File: src/hw/rtl/qsu_pkg.sv
// Shared types, constants and a helper function for the quoted string unescaper.
`default_nettype none
package qsu_pkg;

	localparam int unsigned CharW  = 21;
	localparam int unsigned AccumW = 24;
	localparam int unsigned CountW = 3;
	localparam int unsigned HalfW  = 10;
	localparam int unsigned KindW  = 2;
	localparam int unsigned ErrW   = 3;

	// Result kinds.
	localparam logic [KindW-1:0] KIND_CHAR  = 2'd0;
	localparam logic [KindW-1:0] KIND_CLOSE = 2'd1;
	localparam logic [KindW-1:0] KIND_ERROR = 2'd2;

	// Error codes.
	localparam logic [ErrW-1:0] ERR_NONE     = 3'd0;
	localparam logic [ErrW-1:0] ERR_ESCAPE   = 3'd1;
	localparam logic [ErrW-1:0] ERR_CONTROL  = 3'd2;
	localparam logic [ErrW-1:0] ERR_HEX      = 3'd3;
	localparam logic [ErrW-1:0] ERR_SURR     = 3'd4;
	localparam logic [ErrW-1:0] ERR_END      = 3'd5;

	// Code points that steer the parser.
	localparam logic [CharW-1:0] CH_QUOTE  = 21'h22;
	localparam logic [CharW-1:0] CH_BSLASH = 21'h5C;
	localparam logic [CharW-1:0] CH_SLASH  = 21'h2F;
	localparam logic [CharW-1:0] CH_TAB    = 21'h09;
	localparam logic [CharW-1:0] CH_SPACE  = 21'h20;
	localparam logic [CharW-1:0] CH_LBRACE = 21'h7B;
	localparam logic [CharW-1:0] CH_RBRACE = 21'h7D;
	localparam logic [CharW-1:0] CH_B      = 21'h62;
	localparam logic [CharW-1:0] CH_F      = 21'h66;
	localparam logic [CharW-1:0] CH_N      = 21'h6E;
	localparam logic [CharW-1:0] CH_R      = 21'h72;
	localparam logic [CharW-1:0] CH_T      = 21'h74;
	localparam logic [CharW-1:0] CH_U      = 21'h75;

	localparam logic [AccumW-1:0] MAX_CODE      = 24'h10FFFF;
	localparam logic [12:0]       SURR_TAG      = 13'h1B;
	localparam logic [13:0]       HIGH_SURR_TAG = 14'h36;
	localparam logic [13:0]       LOW_SURR_TAG  = 14'h37;
	localparam logic [CharW-1:0]  SUPP_BASE     = 21'h10000;
	localparam logic [CountW-1:0] UNBRACED_DIGITS = 3'd4;
	localparam logic [CountW-1:0] BRACED_DIGITS   = 3'd6;

	typedef enum logic [6:0] {
		PH_IDLE     = 7'b0000001,
		PH_BODY     = 7'b0000010,
		PH_ESC      = 7'b0000100,
		PH_HEXSTART = 7'b0001000,
		PH_HEX      = 7'b0010000,
		PH_SUR_BS   = 7'b0100000,
		PH_SUR_U    = 7'b1000000
	} phase_t;

	typedef struct packed {
		phase_t              phase;
		logic [AccumW-1:0]   hex_accum;
		logic [CountW-1:0]   digit_count;
		logic                braced_form;
		logic [HalfW-1:0]    high_half;
		logic                in_low_half;
	} state_t;

	typedef struct packed {
		logic              valid;
		logic [KindW-1:0]  kind;
		logic [CharW-1:0]  char_out;
		logic [ErrW-1:0]   error_code;
	} result_t;

	localparam state_t STATE_IDLE = '{
		phase: PH_IDLE, hex_accum: '0, digit_count: '0,
		braced_form: 1'b0, high_half: '0, in_low_half: 1'b0
	};

	// Hex digit decode: bit 4 says the code point is a hex digit, bits 3:0 its value.
	function automatic logic [4:0] hex_digit(input logic [CharW-1:0] c);
		logic [4:0] r;
		r = 5'd0;
		if (c >= 21'h30 && c <= 21'h39) begin
			r = {1'b1, 4'(c[3:0])};
		end else if ((c >= 21'h61 && c <= 21'h66) || (c >= 21'h41 && c <= 21'h46)) begin
			r = {1'b1, 4'(c[3:0] + 4'd9)};
		end
		return r;
	endfunction

endpackage
`default_nettype wire

File: src/hw/rtl/qsu_step.sv
// Next-state and result logic for one code point of the unescaper.
`default_nettype none
module qsu_step (
	input  wire logic [qsu_pkg::CharW-1:0] char_code,
	input  wire logic                      end_of_input,
	input  wire qsu_pkg::state_t           cur,
	output qsu_pkg::state_t                nxt,
	output qsu_pkg::result_t               res
);

	logic [4:0]                    hd;
	logic [qsu_pkg::AccumW-1:0]    acc_in;
	logic [qsu_pkg::CountW-1:0]    cnt_in;
	logic                          braced_in;
	logic [qsu_pkg::AccumW-1:0]    acc_new;
	logic [qsu_pkg::CountW-1:0]    cnt_new;
	logic                          do_hex;
	logic                          do_finish;
	logic                          do_hexfail;
	logic [qsu_pkg::AccumW-1:0]    code;

	assign hd = qsu_pkg::hex_digit(char_code);

	always_comb begin
		nxt        = cur;
		res        = '0;
		acc_in     = cur.hex_accum;
		cnt_in     = cur.digit_count;
		braced_in  = cur.braced_form;
		do_hex     = 1'b0;
		do_finish  = 1'b0;
		do_hexfail = 1'b0;
		code       = '0;

		if (cur.phase == qsu_pkg::PH_IDLE) begin
			if (!end_of_input && char_code == qsu_pkg::CH_QUOTE) begin
				nxt.phase = qsu_pkg::PH_BODY;
			end
		end else if (end_of_input) begin
			nxt = qsu_pkg::STATE_IDLE;
			res = '{valid: 1'b1, kind: qsu_pkg::KIND_ERROR, char_out: '0,
				error_code: qsu_pkg::ERR_END};
		end else begin
			case (cur.phase)
				qsu_pkg::PH_BODY: begin
					if (char_code == qsu_pkg::CH_BSLASH) begin
						nxt.phase = qsu_pkg::PH_ESC;
					end else if (char_code < qsu_pkg::CH_SPACE && char_code != qsu_pkg::CH_TAB) begin
						nxt = qsu_pkg::STATE_IDLE;
						res = '{valid: 1'b1, kind: qsu_pkg::KIND_ERROR, char_out: '0,
							error_code: qsu_pkg::ERR_CONTROL};
					end else if (char_code == qsu_pkg::CH_QUOTE) begin
						nxt = qsu_pkg::STATE_IDLE;
						res = '{valid: 1'b1, kind: qsu_pkg::KIND_CLOSE, char_out: '0,
							error_code: qsu_pkg::ERR_NONE};
					end else begin
						res = '{valid: 1'b1, kind: qsu_pkg::KIND_CHAR, char_out: char_code,
							error_code: qsu_pkg::ERR_NONE};
					end
				end
				qsu_pkg::PH_ESC: begin
					nxt.phase = qsu_pkg::PH_BODY;
					res = '{valid: 1'b1, kind: qsu_pkg::KIND_CHAR, char_out: char_code,
						error_code: qsu_pkg::ERR_NONE};
					case (char_code)
						qsu_pkg::CH_QUOTE, qsu_pkg::CH_BSLASH, qsu_pkg::CH_SLASH: begin
							res.char_out = char_code;
						end
						qsu_pkg::CH_B: res.char_out = 21'h08;
						qsu_pkg::CH_F: res.char_out = 21'h0C;
						qsu_pkg::CH_N: res.char_out = 21'h0A;
						qsu_pkg::CH_R: res.char_out = 21'h0D;
						qsu_pkg::CH_T: res.char_out = 21'h09;
						qsu_pkg::CH_U: begin
							res             = '0;
							nxt.phase       = qsu_pkg::PH_HEXSTART;
							nxt.hex_accum   = '0;
							nxt.digit_count = '0;
							nxt.braced_form = 1'b0;
							nxt.in_low_half = 1'b0;
						end
						default: begin
							nxt = qsu_pkg::STATE_IDLE;
							res = '{valid: 1'b1, kind: qsu_pkg::KIND_ERROR, char_out: '0,
								error_code: qsu_pkg::ERR_ESCAPE};
						end
					endcase
				end
				qsu_pkg::PH_HEXSTART: begin
					nxt.hex_accum   = '0;
					nxt.digit_count = '0;
					nxt.phase       = qsu_pkg::PH_HEX;
					if (char_code == qsu_pkg::CH_LBRACE) begin
						nxt.braced_form = 1'b1;
					end else begin
						nxt.braced_form = 1'b0;
						acc_in    = '0;
						cnt_in    = '0;
						braced_in = 1'b0;
						do_hex    = 1'b1;
					end
				end
				qsu_pkg::PH_HEX: begin
					do_hex = 1'b1;
				end
				qsu_pkg::PH_SUR_BS: begin
					if (char_code != qsu_pkg::CH_BSLASH) begin
						nxt = qsu_pkg::STATE_IDLE;
						res = '{valid: 1'b1, kind: qsu_pkg::KIND_ERROR, char_out: '0,
							error_code: qsu_pkg::ERR_SURR};
					end else begin
						nxt.phase = qsu_pkg::PH_SUR_U;
					end
				end
				qsu_pkg::PH_SUR_U: begin
					if (char_code != qsu_pkg::CH_U) begin
						nxt = qsu_pkg::STATE_IDLE;
						res = '{valid: 1'b1, kind: qsu_pkg::KIND_ERROR, char_out: '0,
							error_code: qsu_pkg::ERR_SURR};
					end else begin
						nxt.phase       = qsu_pkg::PH_HEXSTART;
						nxt.in_low_half = 1'b1;
					end
				end
				default: begin
					nxt = qsu_pkg::STATE_IDLE;
				end
			endcase
		end

		// Accumulator and count with the incoming digit shifted in.
		acc_new = {acc_in[qsu_pkg::AccumW-5:0], hd[3:0]};
		cnt_new = cnt_in + 3'd1;

		// One hex digit, or the closing brace of the braced form.
		if (do_hex) begin
			if (braced_in) begin
				if (char_code == qsu_pkg::CH_RBRACE && cnt_in != '0) begin
					do_finish = 1'b1;
					code      = acc_in;
				end else if (!hd[4] || cnt_in >= qsu_pkg::BRACED_DIGITS) begin
					do_hexfail = 1'b1;
				end else begin
					nxt.hex_accum   = acc_new;
					nxt.digit_count = cnt_new;
					if (cnt_new == qsu_pkg::BRACED_DIGITS && acc_new > qsu_pkg::MAX_CODE) begin
						do_hexfail = 1'b1;
					end
				end
			end else begin
				if (!hd[4]) begin
					do_hexfail = 1'b1;
				end else begin
					nxt.hex_accum   = acc_new;
					nxt.digit_count = cnt_new;
					if (cnt_new >= qsu_pkg::UNBRACED_DIGITS) begin
						do_finish = 1'b1;
						code      = acc_new;
					end
				end
			end
		end

		if (do_hexfail) begin
			nxt = qsu_pkg::STATE_IDLE;
			res = '{valid: 1'b1, kind: qsu_pkg::KIND_ERROR, char_out: '0,
				error_code: cur.in_low_half ? qsu_pkg::ERR_SURR : qsu_pkg::ERR_HEX};
		end else if (do_finish) begin
			nxt.hex_accum   = '0;
			nxt.digit_count = '0;
			nxt.braced_form = 1'b0;
			if (cur.in_low_half) begin
				if (code[23:10] == qsu_pkg::LOW_SURR_TAG) begin
					nxt.in_low_half = 1'b0;
					nxt.high_half   = '0;
					nxt.phase       = qsu_pkg::PH_BODY;
					res = '{valid: 1'b1, kind: qsu_pkg::KIND_CHAR,
						char_out: {1'b0, cur.high_half, code[9:0]} + qsu_pkg::SUPP_BASE,
						error_code: qsu_pkg::ERR_NONE};
				end else begin
					nxt = qsu_pkg::STATE_IDLE;
					res = '{valid: 1'b1, kind: qsu_pkg::KIND_ERROR, char_out: '0,
						error_code: qsu_pkg::ERR_SURR};
				end
			end else if (code[23:11] == qsu_pkg::SURR_TAG) begin
				if (code[23:10] == qsu_pkg::HIGH_SURR_TAG) begin
					nxt.high_half = code[9:0];
					nxt.phase     = qsu_pkg::PH_SUR_BS;
				end else begin
					nxt = qsu_pkg::STATE_IDLE;
					res = '{valid: 1'b1, kind: qsu_pkg::KIND_ERROR, char_out: '0,
						error_code: qsu_pkg::ERR_SURR};
				end
			end else begin
				nxt.phase = qsu_pkg::PH_BODY;
				res = '{valid: 1'b1, kind: qsu_pkg::KIND_CHAR, char_out: code[20:0],
					error_code: qsu_pkg::ERR_NONE};
			end
		end
	end

endmodule
`default_nettype wire

File: src/hw/rtl/quoted_string_unescape.sv
// Top level of the quoted string unescaper: input register, parser state and result register.
// A word waits in the input register, passes the parser step, and its result, if any, is held in the result register.
// Throughput: one input word per cycle while the receiver takes results; a result that
// waits stalls the input as soon as the input register is full as well.
// The rate is set by the combinational parser step between the input and result registers.
// Reset (arst_n low, asynchronous) empties both registers and returns the parser to idle.
`default_nettype none
module quoted_string_unescape (
	input  wire logic                          clk,
	input  wire logic                          arst_n,
	input  wire logic                          in_valid,
	output logic                               in_ready,
	input  wire logic [qsu_pkg::CharW-1:0]     char_code,
	input  wire logic                          end_of_input,
	output logic                               out_valid,
	input  wire logic                          out_ready,
	output logic [qsu_pkg::KindW-1:0]          kind,
	output logic [qsu_pkg::CharW-1:0]          char_out,
	output logic [qsu_pkg::ErrW-1:0]           error_code
);

	// Input register: one word waiting for the parser step.
	logic                       valid_s1;
	logic [qsu_pkg::CharW-1:0]  char_s1;
	logic                       eoi_s1;

	// Parser state, updated only when the word in the input register is consumed.
	qsu_pkg::state_t  state_q;
	qsu_pkg::state_t  state_nxt;
	qsu_pkg::result_t step_res;

	// Result register.
	logic                       valid_s2;
	logic [qsu_pkg::KindW-1:0]  kind_s2;
	logic [qsu_pkg::CharW-1:0]  char_s2;
	logic [qsu_pkg::ErrW-1:0]   err_s2;

	logic advance;

	// The input register moves on whenever the result register has room: either it is
	// empty or its word leaves this cycle. Words that produce no result also need this
	// slot so the step stays in order with any result still waiting.
	assign advance  = valid_s1 && (!valid_s2 || out_ready);
	assign in_ready = !valid_s1 || advance;

	qsu_step u_step (
		.char_code    (char_s1),
		.end_of_input (eoi_s1),
		.cur          (state_q),
		.nxt          (state_nxt),
		.res          (step_res)
	);

	always_ff @(posedge clk or negedge arst_n) begin
		if (!arst_n) begin
			valid_s1 <= 1'b0;
		end else if (in_ready) begin
			valid_s1 <= in_valid;
		end
	end

	always_ff @(posedge clk) begin
		if (in_valid && in_ready) begin
			char_s1 <= char_code;
			eoi_s1  <= end_of_input;
		end
	end

	always_ff @(posedge clk or negedge arst_n) begin
		if (!arst_n) begin
			state_q <= qsu_pkg::STATE_IDLE;
		end else if (advance) begin
			state_q <= state_nxt;
		end
	end

	always_ff @(posedge clk or negedge arst_n) begin
		if (!arst_n) begin
			valid_s2 <= 1'b0;
		end else if (advance) begin
			valid_s2 <= step_res.valid;
		end else if (out_ready) begin
			valid_s2 <= 1'b0;
		end
	end

	always_ff @(posedge clk) begin
		if (advance && step_res.valid) begin
			kind_s2 <= step_res.kind;
			char_s2 <= step_res.char_out;
			err_s2  <= step_res.error_code;
		end
	end

	assign out_valid  = valid_s2;
	assign kind       = kind_s2;
	assign char_out   = char_s2;
	assign error_code = err_s2;

endmodule
`default_nettype wire

File: config.mk
export PLATFORM = sky130hd
export DESIGN_NAME = quoted_string_unescape
export DESIGN_NICKNAME = d
export VERILOG_FILES = /design/src/hw/rtl/qsu_pkg.sv /design/src/hw/rtl/qsu_step.sv /design/src/hw/rtl/quoted_string_unescape.sv
export SDC_FILE = /design/constraint.sdc
export NUM_CORES = 1
export LEC_CHECK = 0
export ABC_AREA = 1
export BUFFER_PORTS_ARGS = -buffer_cell sky130_fd_sc_hd__clkbuf_2
export CAP_MARGIN = 20
export CORE_UTILIZATION = 40
export CTS_CLUSTER_DIAMETER = 40
export DETAILED_ROUTE_END_ITERATION = 16
export PLACE_DENSITY_LB_ADDON = 0.05
export SLEW_MARGIN = 20
export SYNTH_ARGS = -nofsm -noshare
export SYNTH_HDL_FRONTEND = slang
export SYNTH_HIERARCHICAL = 1
export SYNTH_SLANG_ARGS = --single-unit
export TNS_END_PERCENT = 10
File: constraint.sdc
create_clock -name clk -period 4.5 [get_ports clk]
set_input_delay 0.45 -clock clk [delete_from_list [all_inputs] [get_ports clk]]
set_output_delay 0.45 -clock clk [all_outputs]
set_load 0.05 [all_outputs]
# Word level (Yosys, flattened, before mapping)
# Index checks and enable logic that the tools add are counted.
dict set report op_classes {
  n_reduce_logical 26
  order_cmp 10
  shift 0
  bitwise 0
  n_eq_ne 35
  addsub 3
  mux 91
  n_div 0
  n_mul 0
}
# op count
set op_table {}
lappend op_table {{46-bit two-way mux} 10}
lappend op_table {{27-bit two-way mux} 15}
lappend op_table {{24-bit two-way mux} 9}
lappend op_table {{35-bit case mux with 6 select lines} 1}
lappend op_table {{21-bit by 7-bit == test with 1-bit output, second input constant} 9}
lappend op_table {{21-bit case mux with 6 select lines} 1}
lappend op_table {{39-bit two-way mux} 3}
lappend op_table {{27-bit case mux with 4 select lines} 1}
lappend op_table {{32-bit case mux with 2 select lines} 1}
lappend op_table {{11-bit case mux with 5 select lines} 1}
lappend op_table {{26-bit two-way mux} 2}
lappend op_table {{21-bit by 6-bit == test with 1-bit output, second input constant} 2}
lappend op_table {{21-bit by 7-bit greater-or-equal comparator with 1-bit output, second input constant} 2}
lappend op_table {{21-bit by 7-bit <= comparator with 1-bit output, second input constant} 2}
lappend op_table {{21-bit by 7-bit inequality test with 1-bit output, second input constant} 2}
lappend op_table {{38-bit two-way mux} 1}
lappend op_table {{14-bit by 6-bit == test with 1-bit output, second input constant} 2}
lappend op_table {{7-bit two-way mux} 4}
lappend op_table {{1-bit two-way mux} 25}
lappend op_table {{25-bit two-way mux} 1}
lappend op_table {{24-bit by 21-bit > comparator with 1-bit output, second input constant} 1}
lappend op_table {{20-bit by 17-bit adder with 21-bit output, second input constant} 1}
lappend op_table {{21-bit by 6-bit greater-or-equal comparator with 1-bit output, second input constant} 1}
lappend op_table {{21-bit by 6-bit <= comparator with 1-bit output, second input constant} 1}
lappend op_table {{other kinds (40)} 67}
dict set report word_totals {
  reg_bits 96
  inputBits 26
  mem_count 0
  latchBits 0
  elab_cells 178
  ramBits 0
  rom_bits 0
  out_inout_bits 28
}

# Longest topological paths before layout
# Gate-level depths: netlist (run 1).
dict set report logic_depth {
  depth_word 18
  ltp_mapped 25
  mapped_depth_nobuf 23
}

# Cells and area by module
# Netlist (run 1), hierarchy kept.
# module cells_each seq_area_each_um2 area_each_um2 n_inst
set by_module_without_submodules {}
lappend by_module_without_submodules {qsu_step 836 0.0 4072.7 1}
lappend by_module_without_submodules {quoted_string_unescape 260 2643.8 3373.2 1}

# Least setup slack after synthesis (run 1)
# OpenSTA, ideal clock, no wires.
dict set report synth_path {
  kind {reg2reg}
  start {register state_q[39] (netlist bit)}
  end {register char_s2 (netlist bit char_out[0]), enable pin}
  t_required_ns 4.091
  path_stages_with_launch 24
  arrival_ns 3.836
  path_buffers 2
  setup_time_ns 0.409
  period_less_slack_ns 4.245
  slack_ns 0.255
  path_cell_list {dfstp_2 inv_2 nor2_1 nand2_1 nor2_2 nor2_2 nand3_4 buf_6 clkbuf_1 nand2_1 inv_1 ha_1 nand2_1 nand2_1 nand2_1 o21bai_1 nand2_1 nand2_1 nand2_1 nand2_1 o21ai_0 o21ai_0 inv_1 nor2_1}
}
# item line_no
set synth_rtl {}
lappend synth_rtl {{from (decl)} quoted_string_unescape.sv:28} ;# qsu_pkg::state_t state_q;
lappend synth_rtl {{from (signal assigned)} quoted_string_unescape.sv:71} ;# state_q <= qsu_pkg::STATE_IDLE;
lappend synth_rtl {{from (signal assigned)} quoted_string_unescape.sv:73} ;# state_q <= state_nxt;
lappend synth_rtl {{to (signal assigned)} quoted_string_unescape.sv:90} ;# char_s2 <= step_res.char_out;
lappend synth_rtl {{to (decl)} quoted_string_unescape.sv:35} ;# logic [qsu_pkg::CharW-1:0] char_s2;

==> impl_metrics.toml, run 1 <==
[layout]
syn_to_final_growth_pct = 9.31
diodes = 0
final_net_count = 1158
utilization = 0.450
layout-drive-gt1-share = 0.139

[detailed_routing]
firstDrtPassIters = 11
routed_wl_um = 24800
wl_per_cell_um = 18.3
ant_nets = 0
vias_per_cell = 5.50
via_count = 7469
first_iter_violations = 810
drc_errors = 4

[synthesis]
synth_fp_nets = 1130
ys_seq_area_frac = 0.355
synth_edf_count = 48
synth_warnings = 6
synth_area_leader_cell = "edfxtp_1"
netlist_top_cells_count = "nand2_1 (378), nand3_1 (132), nor2_1 (81)"
syn_avg_cell_area_um2 = 6.79
yosys_register_bits = 96
synth_area_um2 = 7450
synth_top_area_frac = 0.194
synth.most_common_cell = "nand2_1"
synth-main-ff-cell = "edfxtp_1"
syn_inst = 1096
synth_cell_type_count = 51
ys_async_sr_fraction = 0.500
synthTopCellsByArea = "edfxtp_1 (19%), nand2_1 (19%), dfrtp_1 (16%)"

[critical_path]
cp.required_ps = 4800
crit_arrival_ps = 4180
max_stage_delay_ps = 400
cp-start-kind = "flip-flop"
reg2reg_depth = 20
worstSetupPathType = "flip-flop to flip-flop"
r2r_slack_ps = 620
r2r-end = "state_q[14]$_DFFE_PN0P_"
critPathCaptureType = "flip-flop"
crit_fanout = 21
reg2reg_from = "char_s1[9]$_DFFE_PP_"
crit_slowest_cell = "edfxtp_1"
path_cells = "nor2_1 -> nand2_2 -> nor2_4 -> nand2_1 -> nor2_1 -> nand4_1 -> o21ai_1 -> nand2_1 -> nor2_1 -> nor2_1 -> nand2_1 -> buf_4 -> nand2_1 -> nand2_1 -> nand2_1 -> nand2_1 -> o21ai_0 -> nor2_1 -> nand3_1 -> nand2_1"
cpMostUsedCell = "nand2_1"

[clock_network]
cts_tree = "done"
cts_sinks = 96
clockBufferDepth = 2
hold_buffers = 0
cts_root_buffer = "clkbuf_16"
clk_latency_ps = 370
clk_pin_slew_ps = 90
cts_buffers = 9
cts_htree_levels = 3
cts_resized = 0
post-cts-setup-buffers = 0

[place]
gp_congestion = 0.929
hpwlAfterDp_um = 17900
port_buffers = 53

[floorplan]
rows = 49
io_pins = 54
start_util = 0.412
chipHeight_um = 138
die_width_um = 138
fp.coreArea_um2 = 18100
die_area_um2 = 19200

[power_and_ir_drop]
power_density_nw_per_um2 = 286
p_leak_nw = 3.82
vdd_drop_max_mv = 0.235
totalPowerFinal_w = 0.00233

[timing]
setup_tns_ps = 0
final_max_slew_viol_count = 0
setup_viol = 0
finalCriticalPeriod_ps = 3880
final.period_utilization = 0.862
max_clock_freq_mhz = 258
hold_violations = 0
rsz0062_at_grt = "false"
fin_skew_ps = 13.3
relSlewSlack = 0.406
hold_slack_ps = 196
worst_pin_slew_ps = 890

[outcome]
status = "finished with violations"
violations = "design-rule violations"

[global_route]
grt_max_degree = 49
grt_pass1_vias = 6696
antenna_found_initial = 0
grt_pass1_wl_um = 39100
overflow = 0
track_usage = 0.262

[min_path]
hp-class = "primary input to async pin"

[run]
cap_violations = 0
## worst max-delay path, delay by kind of cell, from the launching register on
| family | cells | cell delay [ps] |
|---|---|---|
| buffers and inverters | 1 | 260 |
| AO/OA/AOI/OAI | 2 | 490 |
| flip-flops | 1 | 400 |
| AND/OR/NAND/NOR | 17 | 2670 |
## through the flow
| step | worst slack (ps) | cells | instance area (µm²) |
|---|---|---|---|
| after floorplan | 255 | 1096 | 7450 |
| after global placement | 659 | 1342 | 7840 |
| after detailed placement | 783 | 1342 | 7840 |
| after CTS | 751 | 1358 | 8140 |
| after global routing | 360 | 1358 | 8140 |
| final | 622 | 1358 | 8140 |
## per-layer routing
layer / GRT usage / part of all wire / vias up
li1: - / - / 3695
met1: 0.385 / 0.47 / 3493
met2: 0.396 / 0.45 / 250
met3: 0.0294 / 0.056 / 31
met4: 0.0917 / 0.024 / 0
met5: 0 / 0 / -
## sequential cells by signal (all words and copies together) (netlist names)
name / cells
eoi_s1: 1
state_q: 46
out_valid: 1
kind: 2
error_code: 3
char_s1: 21
valid_s1: 1
char_out: 21
## layout by cell type, fill, tap and decap left out, types with 5 or more instances in the layout
| cell type | count |
|---|---|
| clkbuf_16 | 9 |
| inv_2 | 9 |
| a21oi_2 | 9 |
| inv_1 | 78 |
| nor2_1 | 80 |
| edfxtp_1 | 48 |
| clkbuf_2 | 53 |
| o21ai_1 | 7 |
| dfrtp_1 | 47 |
| o21ai_0 | 56 |
| nand4_1 | 38 |
| a21boi_0 | 7 |
| nand2_4 | 5 |
| nor2_4 | 6 |
| nand2_1 | 378 |
| nand2_2 | 11 |
| a21oi_1 | 44 |
| nand3_1 | 132 |
| nor3_1 | 15 |
| buf_4 | 20 |
| o21a_1 | 6 |
| ha_1 | 8 |
| nor2_2 | 13 |
## logic make-up after synthesis
group                      share of synthesized area
DFF                                            0.355
buffers and inverters                         0.0859
and+or+nand+nor                                0.427
adders and majority gates                     0.0134
xor gates and xnor gates                     0.00470
AOI/OAI and AO/OA                              0.114
## how the worst max path moves through the flow
stage	startpoint	to	cells after the start
6_report	char_s1[9]$_DFFE_PP_	state_q[14]$_DFFE_PN0P_	20
5_1_grt	char_s1[9]$_DFFE_PP_	state_q[14]$_DFFE_PN0P_	20
4_1_cts	char_s1[9]$_DFFE_PP_	state_q[14]$_DFFE_PN0P_	20
3_5_place_dp	char_s1[9]$_DFFE_PP_	state_q[14]$_DFFE_PN0P_	20
3_3_place_gp	char_s1[11]$_DFFE_PP_	state_q[14]$_DFFE_PN0P_	20
2_1_floorplan	state_q[39]$_DFFE_PN1P_	char_out[0]$_DFFE_PP_	23
## power breakdown
part / leakage [nW] / switching [W] / internal (W)
registers: 1.12 / 0.0000343 / 0.000988
logic: 2.55 / 0.000399 / 0.0000905
clock network: 0.149 / 0.000421 / 0.000398
## cell type report
class	instances	area [µm²]
clock buffers	9	225
well taps	229	287
clock inverters	7	76.3
repair buffers	73	415
multi-input cells	857	4170
inverters	87	327
flip-flops and latches	96	2640
fillers	1911	9950
Power figures use the tool's default switching activity.
==> run 2: changes to the inputs <==
--- a/config.mk
+++ b/config.mk
@@ -8,7 +8,9 @@
 export ABC_AREA = 1
 export BUFFER_PORTS_ARGS = -buffer_cell sky130_fd_sc_hd__clkbuf_2
 export CAP_MARGIN = 20
-export CORE_UTILIZATION = 40
+export CELL_PAD_IN_SITES_DETAIL_PLACEMENT = 0
+export CELL_PAD_IN_SITES_GLOBAL_PLACEMENT = 2
+export CORE_UTILIZATION = 31
 export CTS_CLUSTER_DIAMETER = 40
 export DETAILED_ROUTE_END_ITERATION = 16
 export PLACE_DENSITY_LB_ADDON = 0.05
==> impl_metrics.toml, run 2 (same netlist as run 1, synthesis figures left out) <==
[timing]
final_max_slew_viol_count = 0
fin_ws_ps = 476
relSlewSlack = 0.406
setup_tns_ps = 0
worst_pin_slew_ps = 889
setup_viol = 0
rsz0062_at_grt = "false"
final.period_utilization = 0.894
hold_violations = 0
max_clock_freq_mhz = 249
finalCriticalPeriod_ps = 4020
fin_skew_ps = 12.9

[outcome]
status = "complete, no violations"

[clock_network]
cts_sinks = 96
cts_tree = "done"
clk_pin_slew_ps = 80
cts_root_buffer = "clkbuf_16"
clockBufferDepth = 2
post-cts-setup-buffers = 0
cts_buffers = 9
cts_htree_levels = 3
clk_latency_ps = 360

[layout]
final_cell_mix = "nand2_1 (377), nand3_1 (132), nor2_1 (80)"
final_common_cell = "nand2_1"
largest_register_ffs = 46
fin_cells = 1450
largest-register = "state_q"
fillCellCount = 2627
utilization = 0.352
layout-drive-gt1-share = 0.141
diodes = 0
final_net_count = 1160
syn_to_final_growth_pct = 11.4

[power_and_ir_drop]
p_leak_nw = 3.84
vdd_drop_max_mv = 0.156
power_density_nw_per_um2 = 288

[detailed_routing]
ant_nets = 0
firstDrtPassIters = 5
drc_errors = 0
wl_per_cell_um = 19.2
first_iter_violations = 577
routed_wl_um = 27900
vias_per_cell = 5.12
via_count = 7418

[critical_path]
worstSetupPathType = "flip-flop to flip-flop"
max_stage_delay_ps = 400
cp.required_ps = 4620
cpMostUsedCell = "nand2_2"
critPathCaptureType = "flip-flop"
cp-start-kind = "flip-flop"
crit_slowest_cell = "edfxtp_1"
critPathTopFamily = "simple AND/OR/NAND/NOR gates"
crit_arrival_ps = 4140
crit_buf_inv = 3
path_cells = "nor2_1 -> nand2_1 -> nor2_4 -> nand3_2 -> nand3_4 -> buf_4 -> nand2_2 -> inv_2 -> a21oi_4 -> nand2_2 -> inv_1 -> nand2_1 -> nand2_2 -> o21bai_1 -> nor2_2"
crit_fanout = 31

[place]
port_buffers = 53
hpwlAfterDp_um = 20800
place_ws_ps = 530
dp_cells = 1433
gp_congestion = 0.904

[floorplan]
start_util = 0.316
io_pins = 54
fp.coreArea_um2 = 23500
die_width_um = 157
rows = 56
die_area_um2 = 24600
chipHeight_um = 157

[global_route]
grt_pass1_vias = 6923
grt_max_degree = 49
overflow = 0
grt_pass1_wl_um = 42800
antenna_found_initial = 0
track_usage = 0.232

[run]
cap_violations = 0

[min_path]
hp-class = "primary input to flip-flop"
run 2: cell types whose count changed in the layout (fill, tap and decap cells not counted):
cell / previous run / this run
bufinv_16: 0 / 1
nand2_2: 11 / 12
dlygate4sd3_1: 0 / 1
dfrtp_2: 0 / 1
dfrtp_1: 47 / 46
inv_8: 3 / 2
nand2_1: 378 / 377
buf_4: 20 / 21
run 2: layout make-up:
class | instances | area [µm²] | area share
clock buffers | 9 | 225 | 0.0272
clock inverters | 7 | 95.1 | 0.0115
inverters | 87 | 327 | 0.0394
multi-input cells | 857 | 4170 | 0.503
flip-flops and latches | 96 | 2650 | 0.319
well taps | 319 | 399 | 0.0481
repair buffers | 75 | 433 | 0.0522
run 2: worst paths after layout:
check / startpoint / endpoint / slack [ps] / cells after the start
max in group asynchronous: arst_n / valid_s1$_DFFE_PN0P_ / 3160 / 3
worst max-delay path: char_s1[14]$_DFFE_PP_ / char_out[11]$_DFFE_PP_ / 480 / 15
worst min register to register: state_q[12]$_DFFE_PN0P_ / state_q[12]$_DFFE_PN0P_ / 510 / 2
worst min-delay path: char_code[0] / char_s1[0]$_DFFE_PP_ / 260 / 1
worst max register to register: char_s1[14]$_DFFE_PP_ / char_out[11]$_DFFE_PP_ / 480 / 15
min in group asynchronous: arst_n / state_q[1]$_DFFE_PN0P_ / 440 / 2
run 2: layer usage:
metal  vias to the layer above  share of wire  GRT usage
met5                         -              0          0
met3                        23          0.045     0.0325
met1                      3498           0.48      0.327
met4                         0          0.022     0.0663
met2                       201           0.45      0.365
li1                       3696              -          -
run 2: stage by stage:
step	total power (W)	cell area, µm²	hold slack [ps]
5_1_grt	0.00249	8290	240
4_1_cts	0.00243	8290	246
3_3_place_gp	0.00156	7960	288
6_report	0.00239	8290	263
2_1_floorplan	0.00138	7450	154
3_5_place_dp	0.00156	7960	289
run 2: where the power goes:
| part | leakage, nW | internal, W | total (W) | switching [W] |
|---|---|---|---|---|
| registers | 1.12 | 0.000989 | 0.00103 | 0.0000395 |
| logic | 2.56 | 0.0000913 | 0.000498 | 0.000407 |
| clock network | 0.157 | 0.000450 | 0.000862 | 0.000412 |
| total | 3.84 | 0.00153 | 0.00239 | 0.000858 |
run 2: worst register-to-register path: stages (launching register included):
cell and delay [ps]:
edfxtp_1 400, nor2_1 200, nand2_1 130, nor2_4 280, nand3_2 180, nand3_4 110
buf_4 310, nand2_2 110, inv_2 310, a21oi_4 140, nand2_2 380, inv_1 380
nand2_1 260, nand2_2 260, o21bai_1 270, nor2_2 70
run 2: timing repair:
action	4_1_cts	5_1_grt
setup endpoints to repair	0	0
hold buffers	1	0
gates resized for setup	0	0
endpoints found under the hold margin	6	0
==> run 3: changes to the inputs <==
--- a/config.mk
+++ b/config.mk
@@ -5,16 +5,15 @@
 export SDC_FILE = /design/constraint.sdc
 export NUM_CORES = 1
 export LEC_CHECK = 0
-export ABC_AREA = 1
 export BUFFER_PORTS_ARGS = -buffer_cell sky130_fd_sc_hd__clkbuf_2
 export CAP_MARGIN = 20
 export CELL_PAD_IN_SITES_DETAIL_PLACEMENT = 0
 export CELL_PAD_IN_SITES_GLOBAL_PLACEMENT = 2
-export CORE_UTILIZATION = 31
+export CORE_UTILIZATION = 36
 export CTS_CLUSTER_DIAMETER = 40
 export DETAILED_ROUTE_END_ITERATION = 16
 export PLACE_DENSITY_LB_ADDON = 0.05
-export SLEW_MARGIN = 20
+export SKIP_CTS_REPAIR_TIMING = 1
 export SYNTH_ARGS = -nofsm -noshare
 export SYNTH_HDL_FRONTEND = slang
 export SYNTH_HIERARCHICAL = 1
==> impl_metrics.toml, run 3 <==
[synthesis]
synthTopCellsByArea = "edfxtp_1 (23%), dfrtp_1 (18%), mux2_4 (9.4%)"
synth_cell_type_count = 82
synth.most_common_cell = "nand2_1"
synth_fp_nets = 641
synth_warnings = 6
netlist_top_cells_count = "nand2_1 (57), edfxtp_1 (48), dfrtp_1 (47)"
synth_area_um2 = 6400
synth_area_leader_cell = "edfxtp_1"
yosys_register_bits = 96
ys_seq_area_frac = 0.413
synth_edf_count = 48
ys_async_sr_fraction = 0.500
synth_top_area_frac = 0.225
syn_avg_cell_area_um2 = 10.5
synth-main-ff-cell = "edfxtp_1"
syn_inst = 607

[floorplan]
fp.coreArea_um2 = 17400
chipHeight_um = 135
die_area_um2 = 18300
start_util = 0.369
die_width_um = 135
rows = 48
io_pins = 54

[global_route]
overflow = 0
track_usage = 0.229
grt_max_degree = 49
grt_pass1_wl_um = 30900
grt_pass1_vias = 4998
antenna_found_initial = 0

[layout]
final_cell_mix = "nand2_1 (57), clkbuf_2 (53), edfxtp_1 (48)"
largest_register_ffs = 46
final_common_cell = "nand2_1"
fin_cells = 890
syn_to_final_growth_pct = 12.9
fillCellCount = 1700
final_net_count = 694
diodes = 0
utilization = 0.416
layout-drive-gt1-share = 0.265
largest-register = "state_q"

[timing]
setup_viol = 0
relSlewSlack = 0.351
hold_violations = 0
worst_pin_slew_ps = 974
final_max_slew_viol_count = 0
setup_tns_ps = 0
hold_slack_ps = 208
max_clock_freq_mhz = 238
rsz0062_at_grt = "false"
finalCriticalPeriod_ps = 4210
final.period_utilization = 0.935
fin_skew_ps = 10.1

[detailed_routing]
vias_per_cell = 5.88
wl_per_cell_um = 22.8
drc_errors = 0
routed_wl_um = 20300
first_iter_violations = 477
via_count = 5237
ant_nets = 0
firstDrtPassIters = 5

[clock_network]
clockBufferDepth = 2
cts_tree = "done"
cts_buffers = 9
clk_latency_ps = 360
cts_root_buffer = "clkbuf_16"
cts_htree_levels = 3
clk_pin_slew_ps = 80
cts_sinks = 96

[place]
port_buffers = 53
gp_congestion = 0.857
dp_cells = 874
hpwlAfterDp_um = 14900

[run]
cap_violations = 0

[critical_path]
critPathCaptureType = "flip-flop"
reg2reg_from = "char_s1[7]$_DFFE_PP_"
cp-start-kind = "flip-flop"
cp-startpoint = "char_s1[7]$_DFFE_PP_"
cp.required_ps = 4550
reg2reg_depth = 15
crit_arrival_ps = 4250
r2r_slack_ps = 290
r2r-end = "char_out[11]$_DFFE_PP_"
worstSetupPathType = "flip-flop to flip-flop"
endpoint = "char_out[11]$_DFFE_PP_"
crit_fanout = 17

[outcome]
status = "complete, no violations"

[power_and_ir_drop]
power_density_nw_per_um2 = 255
vdd_drop_max_mv = 0.193
totalPowerFinal_w = 0.00185
p_leak_nw = 2.87

[min_path]
hp-class = "primary input to async pin"
==> run 3: cell types whose count changed after synthesis, sizes merged, moves of 11 or more <==
cell and delta:
inv -68, o22ai +14, a22o +19, clkbuf -13
nor4 +11, mux2 +54, nand4 -32, nor2 -79
nand3 -122, a21oi -35, nand2 -335, o21ai -34
==> run 3: critical path, cell delays in order (launching register included) <==
cell and delay (ps):
edfxtp_1 380, and4b_1 420, and3_1 440, a21o_1 330, nand2_1 140, ha_1 220
inv_1 70, o2111ai_1 210, o21ai_0 230, o2111ai_1 180, o21ai_2 370, o21a_1 250
or3b_2 160, nand2_1 80, nor2_2 110, buf_4 280
==> run 3: metrics by stage <==
step                      cell area [µm²]  setup WS [ps]
after global placement               6900            344
after floorplan                      6400           16.7
after CTS                            7210            221
final                                7220            292
after global routing                 7220           43.9
after detailed placement             6900            249
==> run 3: final cells by class <==
cell class                 count  area (µm²)  area share
timing repair buffer          80         468      0.0648
clock inverter                 7        81.3      0.0113
tap                          225         282      0.0390
inverter                      20        75.1      0.0104
clock buffer                   9         225      0.0312
multi-input combinational    453        3450       0.477
sequential                    96        2640       0.366
==> run 3: how the worst min path moves through the flow <==
stage	endpoint	slack (ps)
after global placement	state_q[3]$_DFFE_PN0P_	530
after global routing	eoi_s1$_DFFE_PP_	250
after detailed placement	state_q[6]$_DFFE_PN0P_	520
after CTS	state_q[32]$_DFFE_PN0P_	240
final	state_q[44]$_DFFE_PN0P_	210
after floorplan	out_valid$_DFFE_PN0P_	150
==> run 3: cells by family after synthesis <==
kind of cell    Yosys count  share of synthesized area
simple gates            201                      0.180
compound gates          173                      0.198
flops                    96                      0.413
mux                      63                      0.133
buf+inv                  58                     0.0504
xor+xnor                  8                     0.0109
fa+ha+maj                 8                     0.0156
==> run 3: power by group <==
group / leakage, nW / switching, W / total [W] / internal (W)
clock network: 0.150 / 0.000410 / 0.000808 / 0.000399
registers: 1.09 / 0.00000892 / 0.000941 / 0.000932
logic: 1.63 / 0.0000615 / 0.0000959 / 0.0000344
==> run 3: per-layer routing <==
layer | global-route usage | wire, µm | share of wire | up-vias
met5 | 0 | 0 | 0 | -
met4 | 0.0556 | 270 | 0.013 | 0
met3 | 0.0456 | 1100 | 0.054 | 18
met2 | 0.335 | 8820 | 0.44 | 173
met1 | 0.342 | 10100 | 0.50 | 2587
li1 | - | - | - | 2459
